[src/hw/rtl/epft_pkg.sv]
// Package for the envelope period and fall time block: transaction types and constants.
package epft_pkg;

  localparam int unsigned PeriodWidthDef = 32;

  // One input transaction.
  typedef struct packed {
    logic [7:0]  divide_knob;
    logic [31:0] clock_period;
    logic [7:0]  skew;
  } in_t;

  // One result transaction.
  typedef struct packed {
    logic signed [4:0] divide_amount;
    logic [31:0]       divided_period;
    logic [31:0]       fall_time;
    logic              period_saturated;
  } out_t;

  // Register byte addresses.
  localparam logic [2:0] AddrLimitSkewEnable = 3'h0;
  localparam logic [2:0] AddrLimitSkewTime   = 3'h4;

  // Reciprocals for constant division: floor(2^s / k), s = 33 for 3, 34 for 5 and 7.
  localparam logic [31:0] Recip3 = 32'hAAAA_AAAA;
  localparam logic [31:0] Recip5 = 32'hCCCC_CCCC;
  localparam logic [31:0] Recip7 = 32'h9249_2492;

  // Fall time constants.
  localparam logic [31:0] FallSkew0  = 32'd768;
  localparam logic [31:0] FallSkew1  = 32'd1024;
  localparam logic [31:0] FallSkew2  = 32'd1280;
  localparam logic [31:0] FallFloor  = 32'd1280;
  localparam logic [16:0] FallSqBase = 17'd960;
  localparam logic [31:0] FallMargin = 32'd256;
  localparam logic [7:0]  SkewTop    = 8'd220;
  localparam logic [7:0]  SkewRevLo  = 8'd200;
  localparam logic [7:0]  SkewHalfLo = 8'd101;
  localparam logic [7:0]  SkewHalfHi = 8'd114;
  localparam logic [7:0]  SkewSqHi   = 8'd25;

endpackage

[src/hw/rtl/envelope_period_and_fall_time.sv]
// Envelope period and fall time: knob ladder, period scaling and fall time, five-stage pipeline.

// One transaction enters per clock while the output is not stalled and passes through the
// five register stages: ladder decode, reciprocal and scaling multiply, quotient correction
// and saturation, fall-time multiply, and final fall-time selection into the output register.
// Each stage holds its own valid bit, so a stalled output only holds back stages that are full
// and bubbles still close up. The knob picks an amount of 8..2 (period multiplied, saturating
// at all ones in PERIOD_WIDTH bits with period_saturated set), 1 (period passed through) or
// -2..-8 (period divided by the magnitude, rounded down). Bits of clock_period above
// PERIOD_WIDTH are ignored. The fall time follows the skew by piecewise rules; with
// limit_skew_enable set and divided_period at least half the skew limit time the
// limited-skew rules apply instead. Underflowing subtractions clamp at zero. Registers sit on
// the APB port at byte 0 (limit_skew_enable) and byte 4 (skew limit time), decoded on
// paddr[2]; they are to be written only while no transaction is in flight.
module envelope_period_and_fall_time #(
  parameter int unsigned PERIOD_WIDTH = epft_pkg::PeriodWidthDef
) (
  input  logic            clk_i,
  input  logic            rst_ni,
  // input channel
  input  logic            in_valid_i,
  output logic            in_ready_o,
  input  epft_pkg::in_t   in_data_i,
  // output channel
  output logic            out_valid_o,
  input  logic            out_ready_i,
  output epft_pkg::out_t  out_data_o,
  // configuration port
  input  logic            psel,
  input  logic            penable,
  input  logic            pwrite,
  input  logic [2:0]      paddr,
  input  logic [31:0]     pwdata,
  output logic [31:0]     prdata,
  output logic            pready
);
  import epft_pkg::*;

  localparam logic [PERIOD_WIDTH-1:0] PeriodMax = {PERIOD_WIDTH{1'b1}};

  // scaling modes
  localparam logic [1:0] ScPass  = 2'd0;
  localparam logic [1:0] ScMul   = 2'd1;
  localparam logic [1:0] ScShift = 2'd2;
  localparam logic [1:0] ScRecip = 2'd3;

  // ---------------------------------------------------------------------------
  // Configuration registers
  // ---------------------------------------------------------------------------
  logic        lsk_en_q;
  logic [31:0] lsk_time_q;
  logic        cfg_wr;

  assign pready = 1'b1;
  assign cfg_wr = psel & penable & pwrite & pready;

  always_ff @(posedge clk_i or negedge rst_ni) begin
    if (!rst_ni) begin
      lsk_en_q   <= 1'b0;
      lsk_time_q <= '0;
    end else if (cfg_wr) begin
      if (paddr[2]) begin
        lsk_time_q <= pwdata;
      end else begin
        lsk_en_q <= pwdata[0];
      end
    end
  end

  always_comb begin
    if (paddr[2]) begin
      prdata = lsk_time_q;
    end else begin
      prdata = {31'b0, lsk_en_q};
    end
  end

  // ---------------------------------------------------------------------------
  // Handshake: a stage loads when it is empty or the next one loads
  // ---------------------------------------------------------------------------
  logic v1_q, v2_q, v3_q, v4_q, v5_q;
  logic en1, en2, en3, en4, en5;

  assign en5 = !v5_q || out_ready_i;
  assign en4 = !v4_q || en5;
  assign en3 = !v3_q || en4;
  assign en2 = !v2_q || en3;
  assign en1 = !v1_q || en2;
  assign in_ready_o  = en1;
  assign out_valid_o = v5_q;

  always_ff @(posedge clk_i or negedge rst_ni) begin
    if (!rst_ni) begin
      v1_q <= 1'b0;
      v2_q <= 1'b0;
      v3_q <= 1'b0;
      v4_q <= 1'b0;
      v5_q <= 1'b0;
    end else begin
      if (en1) v1_q <= in_valid_i;
      if (en2) v2_q <= v1_q;
      if (en3) v3_q <= v2_q;
      if (en4) v4_q <= v3_q;
      if (en5) v5_q <= v4_q;
    end
  end

  // ---------------------------------------------------------------------------
  // Stage 1: knob ladder, scaling mode, dividend and reciprocal
  // ---------------------------------------------------------------------------
  logic signed [4:0]       amount_d;
  logic [3:0]              mag_d;
  logic [PERIOD_WIDTH-1:0] period_d;
  logic [PERIOD_WIDTH-1:0] x_d;
  logic [1:0]              mode_d;
  logic [31:0]             recip_d;
  logic [3:0]              k_d;
  logic                    s33_d;

  always_comb begin
    logic [7:0] k;
    k = in_data_i.divide_knob;
    if      (k <= 8'd1)   amount_d = 5'sd8;
    else if (k <= 8'd10)  amount_d = 5'sd7;
    else if (k <= 8'd26)  amount_d = 5'sd6;
    else if (k <= 8'd46)  amount_d = 5'sd5;
    else if (k <= 8'd65)  amount_d = 5'sd4;
    else if (k <= 8'd85)  amount_d = 5'sd3;
    else if (k <= 8'd100) amount_d = 5'sd2;
    else if (k <= 8'd118) amount_d = 5'sd1;
    else if (k <= 8'd128) amount_d = -5'sd2;
    else if (k <= 8'd150) amount_d = -5'sd3;
    else if (k <= 8'd170) amount_d = -5'sd4;
    else if (k <= 8'd188) amount_d = -5'sd5;
    else if (k <= 8'd207) amount_d = -5'sd6;
    else if (k <= 8'd220) amount_d = -5'sd7;
    else                  amount_d = -5'sd8;
  end

  always_comb begin
    logic [4:0] neg;
    neg      = 5'(-amount_d);
    mag_d    = amount_d[4] ? neg[3:0] : amount_d[3:0];
    period_d = in_data_i.clock_period[PERIOD_WIDTH-1:0];
    x_d      = period_d;
    recip_d  = Recip3;
    k_d      = 4'd3;
    s33_d    = 1'b1;
    if (!amount_d[4]) begin
      mode_d = (mag_d == 4'd1) ? ScPass : ScMul;
    end else begin
      case (mag_d)
        4'd2, 4'd4, 4'd8: mode_d = ScShift;
        4'd3: begin
          mode_d = ScRecip;
        end
        4'd5: begin
          mode_d  = ScRecip;
          recip_d = Recip5;
          k_d     = 4'd5;
          s33_d   = 1'b0;
        end
        4'd6: begin
          // floor(x/6) = floor(floor(x/2)/3)
          mode_d = ScRecip;
          x_d    = period_d >> 1;
        end
        4'd7: begin
          mode_d  = ScRecip;
          recip_d = Recip7;
          k_d     = 4'd7;
          s33_d   = 1'b0;
        end
        default: mode_d = ScPass;
      endcase
    end
  end

  logic signed [4:0]       s1_amount_q;
  logic [3:0]              s1_mag_q;
  logic [PERIOD_WIDTH-1:0] s1_period_q;
  logic [PERIOD_WIDTH-1:0] s1_x_q;
  logic [1:0]              s1_mode_q;
  logic [31:0]             s1_recip_q;
  logic [3:0]              s1_k_q;
  logic                    s1_s33_q;
  logic [7:0]              s1_skew_q;

  always_ff @(posedge clk_i) begin
    if (en1) begin
      s1_amount_q <= amount_d;
      s1_mag_q    <= mag_d;
      s1_period_q <= period_d;
      s1_x_q      <= x_d;
      s1_mode_q   <= mode_d;
      s1_recip_q  <= recip_d;
      s1_k_q      <= k_d;
      s1_s33_q    <= s33_d;
      s1_skew_q   <= in_data_i.skew;
    end
  end

  // ---------------------------------------------------------------------------
  // Stage 2: reciprocal product and scaling product
  // ---------------------------------------------------------------------------
  logic [63:0]             s2_rprod_q;
  logic [PERIOD_WIDTH+3:0] s2_mprod_q;
  logic signed [4:0]       s2_amount_q;
  logic [3:0]              s2_mag_q;
  logic [PERIOD_WIDTH-1:0] s2_period_q;
  logic [PERIOD_WIDTH-1:0] s2_x_q;
  logic [1:0]              s2_mode_q;
  logic [3:0]              s2_k_q;
  logic                    s2_s33_q;
  logic [7:0]              s2_skew_q;

  always_ff @(posedge clk_i) begin
    if (en2) begin
      s2_rprod_q  <= 64'(s1_x_q) * 64'(s1_recip_q);
      s2_mprod_q  <= (PERIOD_WIDTH+4)'(s1_period_q) * (PERIOD_WIDTH+4)'(s1_mag_q);
      s2_amount_q <= s1_amount_q;
      s2_mag_q    <= s1_mag_q;
      s2_period_q <= s1_period_q;
      s2_x_q      <= s1_x_q;
      s2_mode_q   <= s1_mode_q;
      s2_k_q      <= s1_k_q;
      s2_s33_q    <= s1_s33_q;
      s2_skew_q   <= s1_skew_q;
    end
  end

  // ---------------------------------------------------------------------------
  // Stage 3: quotient correction, saturation, period select
  // ---------------------------------------------------------------------------
  logic [PERIOD_WIDTH-1:0] d_d;
  logic                    sat_d;

  always_comb begin
    logic [31:0] q_est;
    logic [35:0] kq;
    logic [31:0] r;
    logic [31:0] q;
    q_est = s2_s33_q ? {1'b0, s2_rprod_q[63:33]} : {2'b0, s2_rprod_q[63:34]};
    kq    = 36'(q_est) * 36'(s2_k_q);
    // estimate is low by at most one
    r     = 32'(s2_x_q) - kq[31:0];
    q     = (r >= 32'(s2_k_q)) ? q_est + 32'd1 : q_est;
    sat_d = 1'b0;
    case (s2_mode_q)
      ScMul: begin
        if (|s2_mprod_q[PERIOD_WIDTH+3:PERIOD_WIDTH]) begin
          d_d   = PeriodMax;
          sat_d = 1'b1;
        end else begin
          d_d = s2_mprod_q[PERIOD_WIDTH-1:0];
        end
      end
      ScShift: begin
        case (s2_mag_q)
          4'd2:    d_d = s2_period_q >> 1;
          4'd4:    d_d = s2_period_q >> 2;
          default: d_d = s2_period_q >> 3;
        endcase
      end
      ScRecip: d_d = q[PERIOD_WIDTH-1:0];
      default: d_d = s2_period_q;
    endcase
  end

  logic [PERIOD_WIDTH-1:0] s3_d_q;
  logic                    s3_sat_q;
  logic signed [4:0]       s3_amount_q;
  logic [7:0]              s3_skew_q;

  always_ff @(posedge clk_i) begin
    if (en3) begin
      s3_d_q      <= d_d;
      s3_sat_q    <= sat_d;
      s3_amount_q <= s2_amount_q;
      s3_skew_q   <= s2_skew_q;
    end
  end

  // ---------------------------------------------------------------------------
  // Stage 4: skew product, clamped margins and squared terms
  // ---------------------------------------------------------------------------
  logic [31:0] d32;
  logic [31:0] prod_d;
  logic [31:0] lim256_d;
  logic [31:0] liml_d;
  logic [16:0] squ_d;
  logic [17:0] rsq_d;
  logic [31:0] dmu_d;
  logic        lsk_d;

  always_comb begin
    logic [9:0]  sk_sq;
    logic [7:0]  rev;
    logic [11:0] rv_sq;
    d32      = 32'(s3_d_q);
    prod_d   = 32'(s3_skew_q) * 32'(d32[31:8]);
    lim256_d = (d32 > FallMargin) ? d32 - FallMargin : '0;
    liml_d   = (d32 > lsk_time_q) ? d32 - lsk_time_q : '0;
    // only used for skew up to 25, which fits in five bits
    sk_sq    = 10'(s3_skew_q[4:0]) * 10'(s3_skew_q[4:0]);
    squ_d    = 17'({sk_sq, 6'b0}) + FallSqBase;
    // reverse skew only used above 200, so it fits in six bits
    rev      = 8'd255 - s3_skew_q;
    rv_sq    = 12'(rev[5:0]) * 12'(rev[5:0]);
    rsq_d    = {rv_sq, 6'b0};
    dmu_d    = d32 - 32'(rsq_d);
    lsk_d    = lsk_en_q && !(d32 < (lsk_time_q >> 1));
  end

  logic [31:0]       s4_prod_q;
  logic [31:0]       s4_lim256_q;
  logic [31:0]       s4_liml_q;
  logic [16:0]       s4_squ_q;
  logic [17:0]       s4_rsq_q;
  logic [31:0]       s4_dmu_q;
  logic              s4_lsk_q;
  logic [31:0]       s4_d_q;
  logic              s4_sat_q;
  logic signed [4:0] s4_amount_q;
  logic [7:0]        s4_skew_q;

  always_ff @(posedge clk_i) begin
    if (en4) begin
      s4_prod_q   <= prod_d;
      s4_lim256_q <= lim256_d;
      s4_liml_q   <= liml_d;
      s4_squ_q    <= squ_d;
      s4_rsq_q    <= rsq_d;
      s4_dmu_q    <= dmu_d;
      s4_lsk_q    <= lsk_d;
      s4_d_q      <= d32;
      s4_sat_q    <= s3_sat_q;
      s4_amount_q <= s3_amount_q;
      s4_skew_q   <= s3_skew_q;
    end
  end

  // ---------------------------------------------------------------------------
  // Stage 5: fall time selection into the output register
  // ---------------------------------------------------------------------------
  logic [31:0] fall_d;

  always_comb begin
    logic [31:0] t;
    logic [31:0] u;
    logic        half;
    half = (s4_skew_q > SkewHalfLo) && (s4_skew_q <= SkewHalfHi);
    t    = s4_prod_q;
    u    = 32'(s4_squ_q);
    if (!s4_lsk_q) begin
      if (s4_skew_q == 8'd0) begin
        fall_d = FallSkew0;
      end else if (s4_skew_q == 8'd1) begin
        fall_d = FallSkew1;
      end else if (s4_skew_q == 8'd2) begin
        fall_d = FallSkew2;
      end else if (s4_skew_q <= SkewSqHi) begin
        t      = (s4_prod_q < FallFloor) ? FallFloor : s4_prod_q;
        fall_d = (t < u) ? t : u;
      end else if (s4_skew_q >= SkewTop) begin
        fall_d = s4_lim256_q;
      end else if (s4_skew_q > SkewRevLo) begin
        t = (s4_prod_q > s4_lim256_q) ? s4_lim256_q : s4_prod_q;
        if (32'(s4_rsq_q) > s4_lim256_q) begin
          fall_d = t;
        end else begin
          fall_d = (t > s4_dmu_q) ? t : s4_dmu_q;
        end
      end else if (half) begin
        fall_d = s4_d_q >> 1;
      end else begin
        fall_d = s4_prod_q;
      end
    end else begin
      // limited-skew rules: half the period in the half band, else clamp between the limit time and the end margin
      if (half) begin
        fall_d = s4_d_q >> 1;
      end else begin
        t      = (s4_prod_q < lsk_time_q) ? lsk_time_q : s4_prod_q;
        fall_d = (t > s4_liml_q) ? s4_liml_q : t;
      end
    end
  end

  out_t out_q;

  always_ff @(posedge clk_i) begin
    if (en5) begin
      out_q.divide_amount    <= s4_amount_q;
      out_q.divided_period   <= s4_d_q;
      out_q.fall_time        <= fall_d;
      out_q.period_saturated <= s4_sat_q;
    end
  end

  assign out_data_o = out_q;

endmodule
[config.mk]
export PLATFORM = sky130hd
export DESIGN_NAME = envelope_period_and_fall_time
export DESIGN_NICKNAME = d
export VERILOG_FILES = /design/src/hw/rtl/epft_pkg.sv /design/src/hw/rtl/envelope_period_and_fall_time.sv
export SDC_FILE = /design/constraint.sdc
export NUM_CORES = 2
export LEC_CHECK = 0
export BUFFER_PORTS_ARGS = -buffer_cell sky130_fd_sc_hd__buf_2
export CAP_MARGIN = 20
export CORE_MARGIN = 4
export CORE_UTILIZATION = 65
export CTS_CLUSTER_DIAMETER = 200
export DETAILED_ROUTE_END_ITERATION = 6
export GPL_TIMING_DRIVEN = 0
export PLACE_DENSITY = 0.88
export SLEW_MARGIN = 0
export SYNTH_ARGS = -nofsm -noshare
export SYNTH_HDL_FRONTEND = slang
export SYNTH_SLANG_ARGS = --single-unit
[constraint.sdc]
create_clock -name clk_i -period 19.9 [get_ports clk_i]
set_input_delay 2.985 -clock clk_i [delete_from_list [all_inputs] [get_ports clk_i]]
set_output_delay 2.985 -clock clk_i [all_outputs]
set_load 0.1 [all_outputs]
==> results.py <==
metrics = {
    "outcome": {
        "outcome": "complete, no violations",
    },
    "setup_path": {
        "cp_top_family": "adder cells",
        "end_kind": "flip-flop",
        "critPathMaxStageDelay_ns": 0.76,
        "arrival_ns": 11.93,
        "cp_num_buf_inv": 8,
        "required_ns": 20.34,
        "cpMostUsedCell": "fa_1",
        "path_max_fanout": 10,
        "critPathSlowestCell": "o21ai_1",
        "regToRegSetupSlack_ns": 8.41,
        "cp-start-kind": "flip-flop",
        "crit_type": "flip-flop to flip-flop",
    },
    "drt": {
        "drc_errors": 0,
        "ant_nets": 0,
        "drtIter0Drc": 5141,
        "route.detailed.wl_per_inst_um": 25.4,
        "first_pass_iters": 6,
        "via_count": 53020,
        "wl_um": 219000,
        "routed_via_density": 6.15,
    },
    "yosys": {
        "synth_edf_count": 545,
        "synth.area.top_cells": "fa_1, edfxtp_1, ha_1, inv_1, nand2_1",
        "synth_top_area_share_pct": 25.1,
        "syn_area_um2": 68500,
        "ys_seq_elements": 583,
        "ys_types": 87,
        "synth_xor_area_share_pct": 3.11,
        "synth_mux_area_share_pct": 2.38,
        "synthArstFlopShare_pct": 6.52,
        "synth-simple-area-share_pct": 11.7,
        "ys.flop_type": "edfxtp_1",
        "postSynthCellCount": 6897,
        "synth_top_family_by_area": "adder cells",
        "synth_area_leader_cell": "fa_1",
        "yosysWarnings": 0,
        "synth_fp_nets": 8571,
        "ys_seq_area_share_pct": 25.3,
        "synth.avg_cell_area_um2": 9.93,
        "synth_compound_area_share_pct": 10.1,
        "synth_fa_ha_area_share_pct": 38.4,
    },
    "cts": {
        "clk_pin_slew_ns": 0.06,
        "clock_latency_ns": 0.66,
        "cts_root_buf": "clkbuf_16",
        "cts_hold_buf": 0,
        "cts_made_buffers": 69,
        "cts_setup_buffers": 0,
        "cts_sinks": 583,
        "cts_tree": "yes",
        "cts_buffer_depth": 3,
        "cts_resized": 0,
        "htreeDepth": 3,
    },
    "finish": {
        "mostFrequentLayoutCells": "inv_1, fa_1, ha_1, edfxtp_1, nand2_1",
        "final_common_cell": "inv_1",
        "nNetsFinal": 8852,
        "layout-drive-gt1-share_pct": 6.61,
        "syn_to_final_growth_pct": 7.66,
        "fill_cells": 7680,
    },
    "die": {
        "fp.dieH_um": 333,
        "initial_core_util_pct": 65.8,
        "die-area_um2": 111000,
        "core.rowCount": 118,
        "pin_count": 195,
        "fp.dieW_um": 333,
        "core_um2": 104000,
    },
    "global_routing": {
        "grt_pass1_vias": 55284,
        "use_met3_pct": 7.56,
        "gr-usage-met1_pct": 47.0,
        "grtUsageTotal_pct": 39.6,
        "grt.busiest_layer": "met2",
        "gr-usage-met2_pct": 64.5,
        "grt_overflow": 0,
        "grt_pass1_wl_um": 329000,
        "grt_max_degree": 71,
        "antenna_found_initial": 10,
    },
    "timing": {
        "timing.final.crit_period_ns": 11.49,
        "clock.fmax_ghz": 0.0870,
        "finalSetupViolations": 0,
        "timing_max_transition_violations_final": 0,
        "maxSlewHeadroom_pct": 19.5,
        "fin_crit_sh_pct": 57.7,
        "fin_ws_ns": 8.41,
        "rsz0062_at_grt": "no",
        "worst_slew_pin_slew_ns": 1.17,
        "setup_tns_ns": 0,
        "hold_viol": 0,
        "skew_ns": 0.0282,
    },
    "placed_design": {
        "dp_hpwl_um": 182000,
        "port-buffer-count": 190,
        "place_ws_ns": 8.78,
        "place_congestion": 1.04,
    },
    "worst_hold_path": {
        "hold_path_class": "flip-flop to flip-flop",
    },
    "flow_run": {
        "drv_cap": 0,
    },
}
[per-stage QoR]
stage	instance area [µm²]	instances	hold WS [ns]	util [%]
after floorplan	68500	6897	0.400	-
after global placement	71200	8467	0.401	68.4
after detailed placement	71500	8487	0.405	68.7
after CTS	73700	8614	0.412	70.8
after global routing	73700	8614	0.422	70.8
final	73700	8620	0.412	70.8
[sequential cells by signal, summed over array words and instances, names as in the netlist, 11 cells and up]
register     count
s4_d_q          26
s4_prod_q       32
s1_period_q     32
s1_x_q          32
s4_liml_q       32
s2_x_q          32
out_data_o      70
lsk_time_q      32
s4_rsq_q        11
d32             32
s2_period_q     32
s2_rprod_q      31
s4_dmu_q        32
s2_mprod_q      36
s4_lim256_q     32
[cells in the mapped netlist (73+ instances only)]
| master | n |
|---|---|
| nand3_1 | 98 |
| xor2_1 | 81 |
| inv_1 | 1411 |
| and2_1 | 275 |
| fa_1 | 860 |
| nand2b_1 | 73 |
| nor2_1 | 338 |
| a21o_1 | 141 |
| nand2_1 | 489 |
| ha_1 | 724 |
| xnor2_1 | 160 |
| o21ai_0 | 213 |
| edfxtp_1 | 545 |
| mux2_2 | 116 |
| a21oi_1 | 295 |
| clkbuf_1 | 201 |
[cell type report]
type,instances,area (µm²),area share (%)
diodes,6,15.0,0.0204
plain buffers,228,891,1.21
clock buffers,91,1920,2.61
clock inverters,36,305,0.414
inverters,1414,5310,7.20
multi-input cells,4672,45000,61.0
flip-flops and latches,583,17300,23.5
well taps,1380,1730,2.34
repair buffers,210,1250,1.70
[layer usage]
metal / wire [µm] / vias up
li1: - / 23317
met1: 76700 / 25953
met2: 102000 / 2905
met3: 19300 / 843
met4: 20300 / 2
met5: 11 / -
[logic make-up after synthesis]
| family | Yosys count |
|---|---|
| other | 1 |
| buffers and inverters | 1642 |
| DFF | 583 |
| and+or+nand+nor | 1621 |
| AOI/OAI and AO/OA | 1075 |
| muxes | 147 |
| xor gates and xnor gates | 242 |
| adders and majority gates | 1586 |
[path summary, 6_finish.rpt]
check | startpoint | end | cells after the start
setup / recovery | s1_recip_q[26]$_SDFFCE_PN0P_ | s2_rprod_q[57]$_DFFE_PP_ | 30
hold / removal | s3_amount_q[1]$_DFFE_PP_ | s4_amount_q[1]$_DFFE_PP_ | 0
setup reg to reg | s1_recip_q[26]$_SDFFCE_PN0P_ | s2_rprod_q[57]$_DFFE_PP_ | 30
hold reg to reg | s3_amount_q[1]$_DFFE_PP_ | s4_amount_q[1]$_DFFE_PP_ | 0
max in group asynchronous | rst_ni | lsk_time_q[4]$_DFFE_PN0P_ | 1
min in group asynchronous | rst_ni | lsk_time_q[29]$_DFFE_PN0P_ | 1
Power is left out: the tool's default activity adds up to more than one toggle a clock period on the data nets, which glitch-free logic cannot reach.
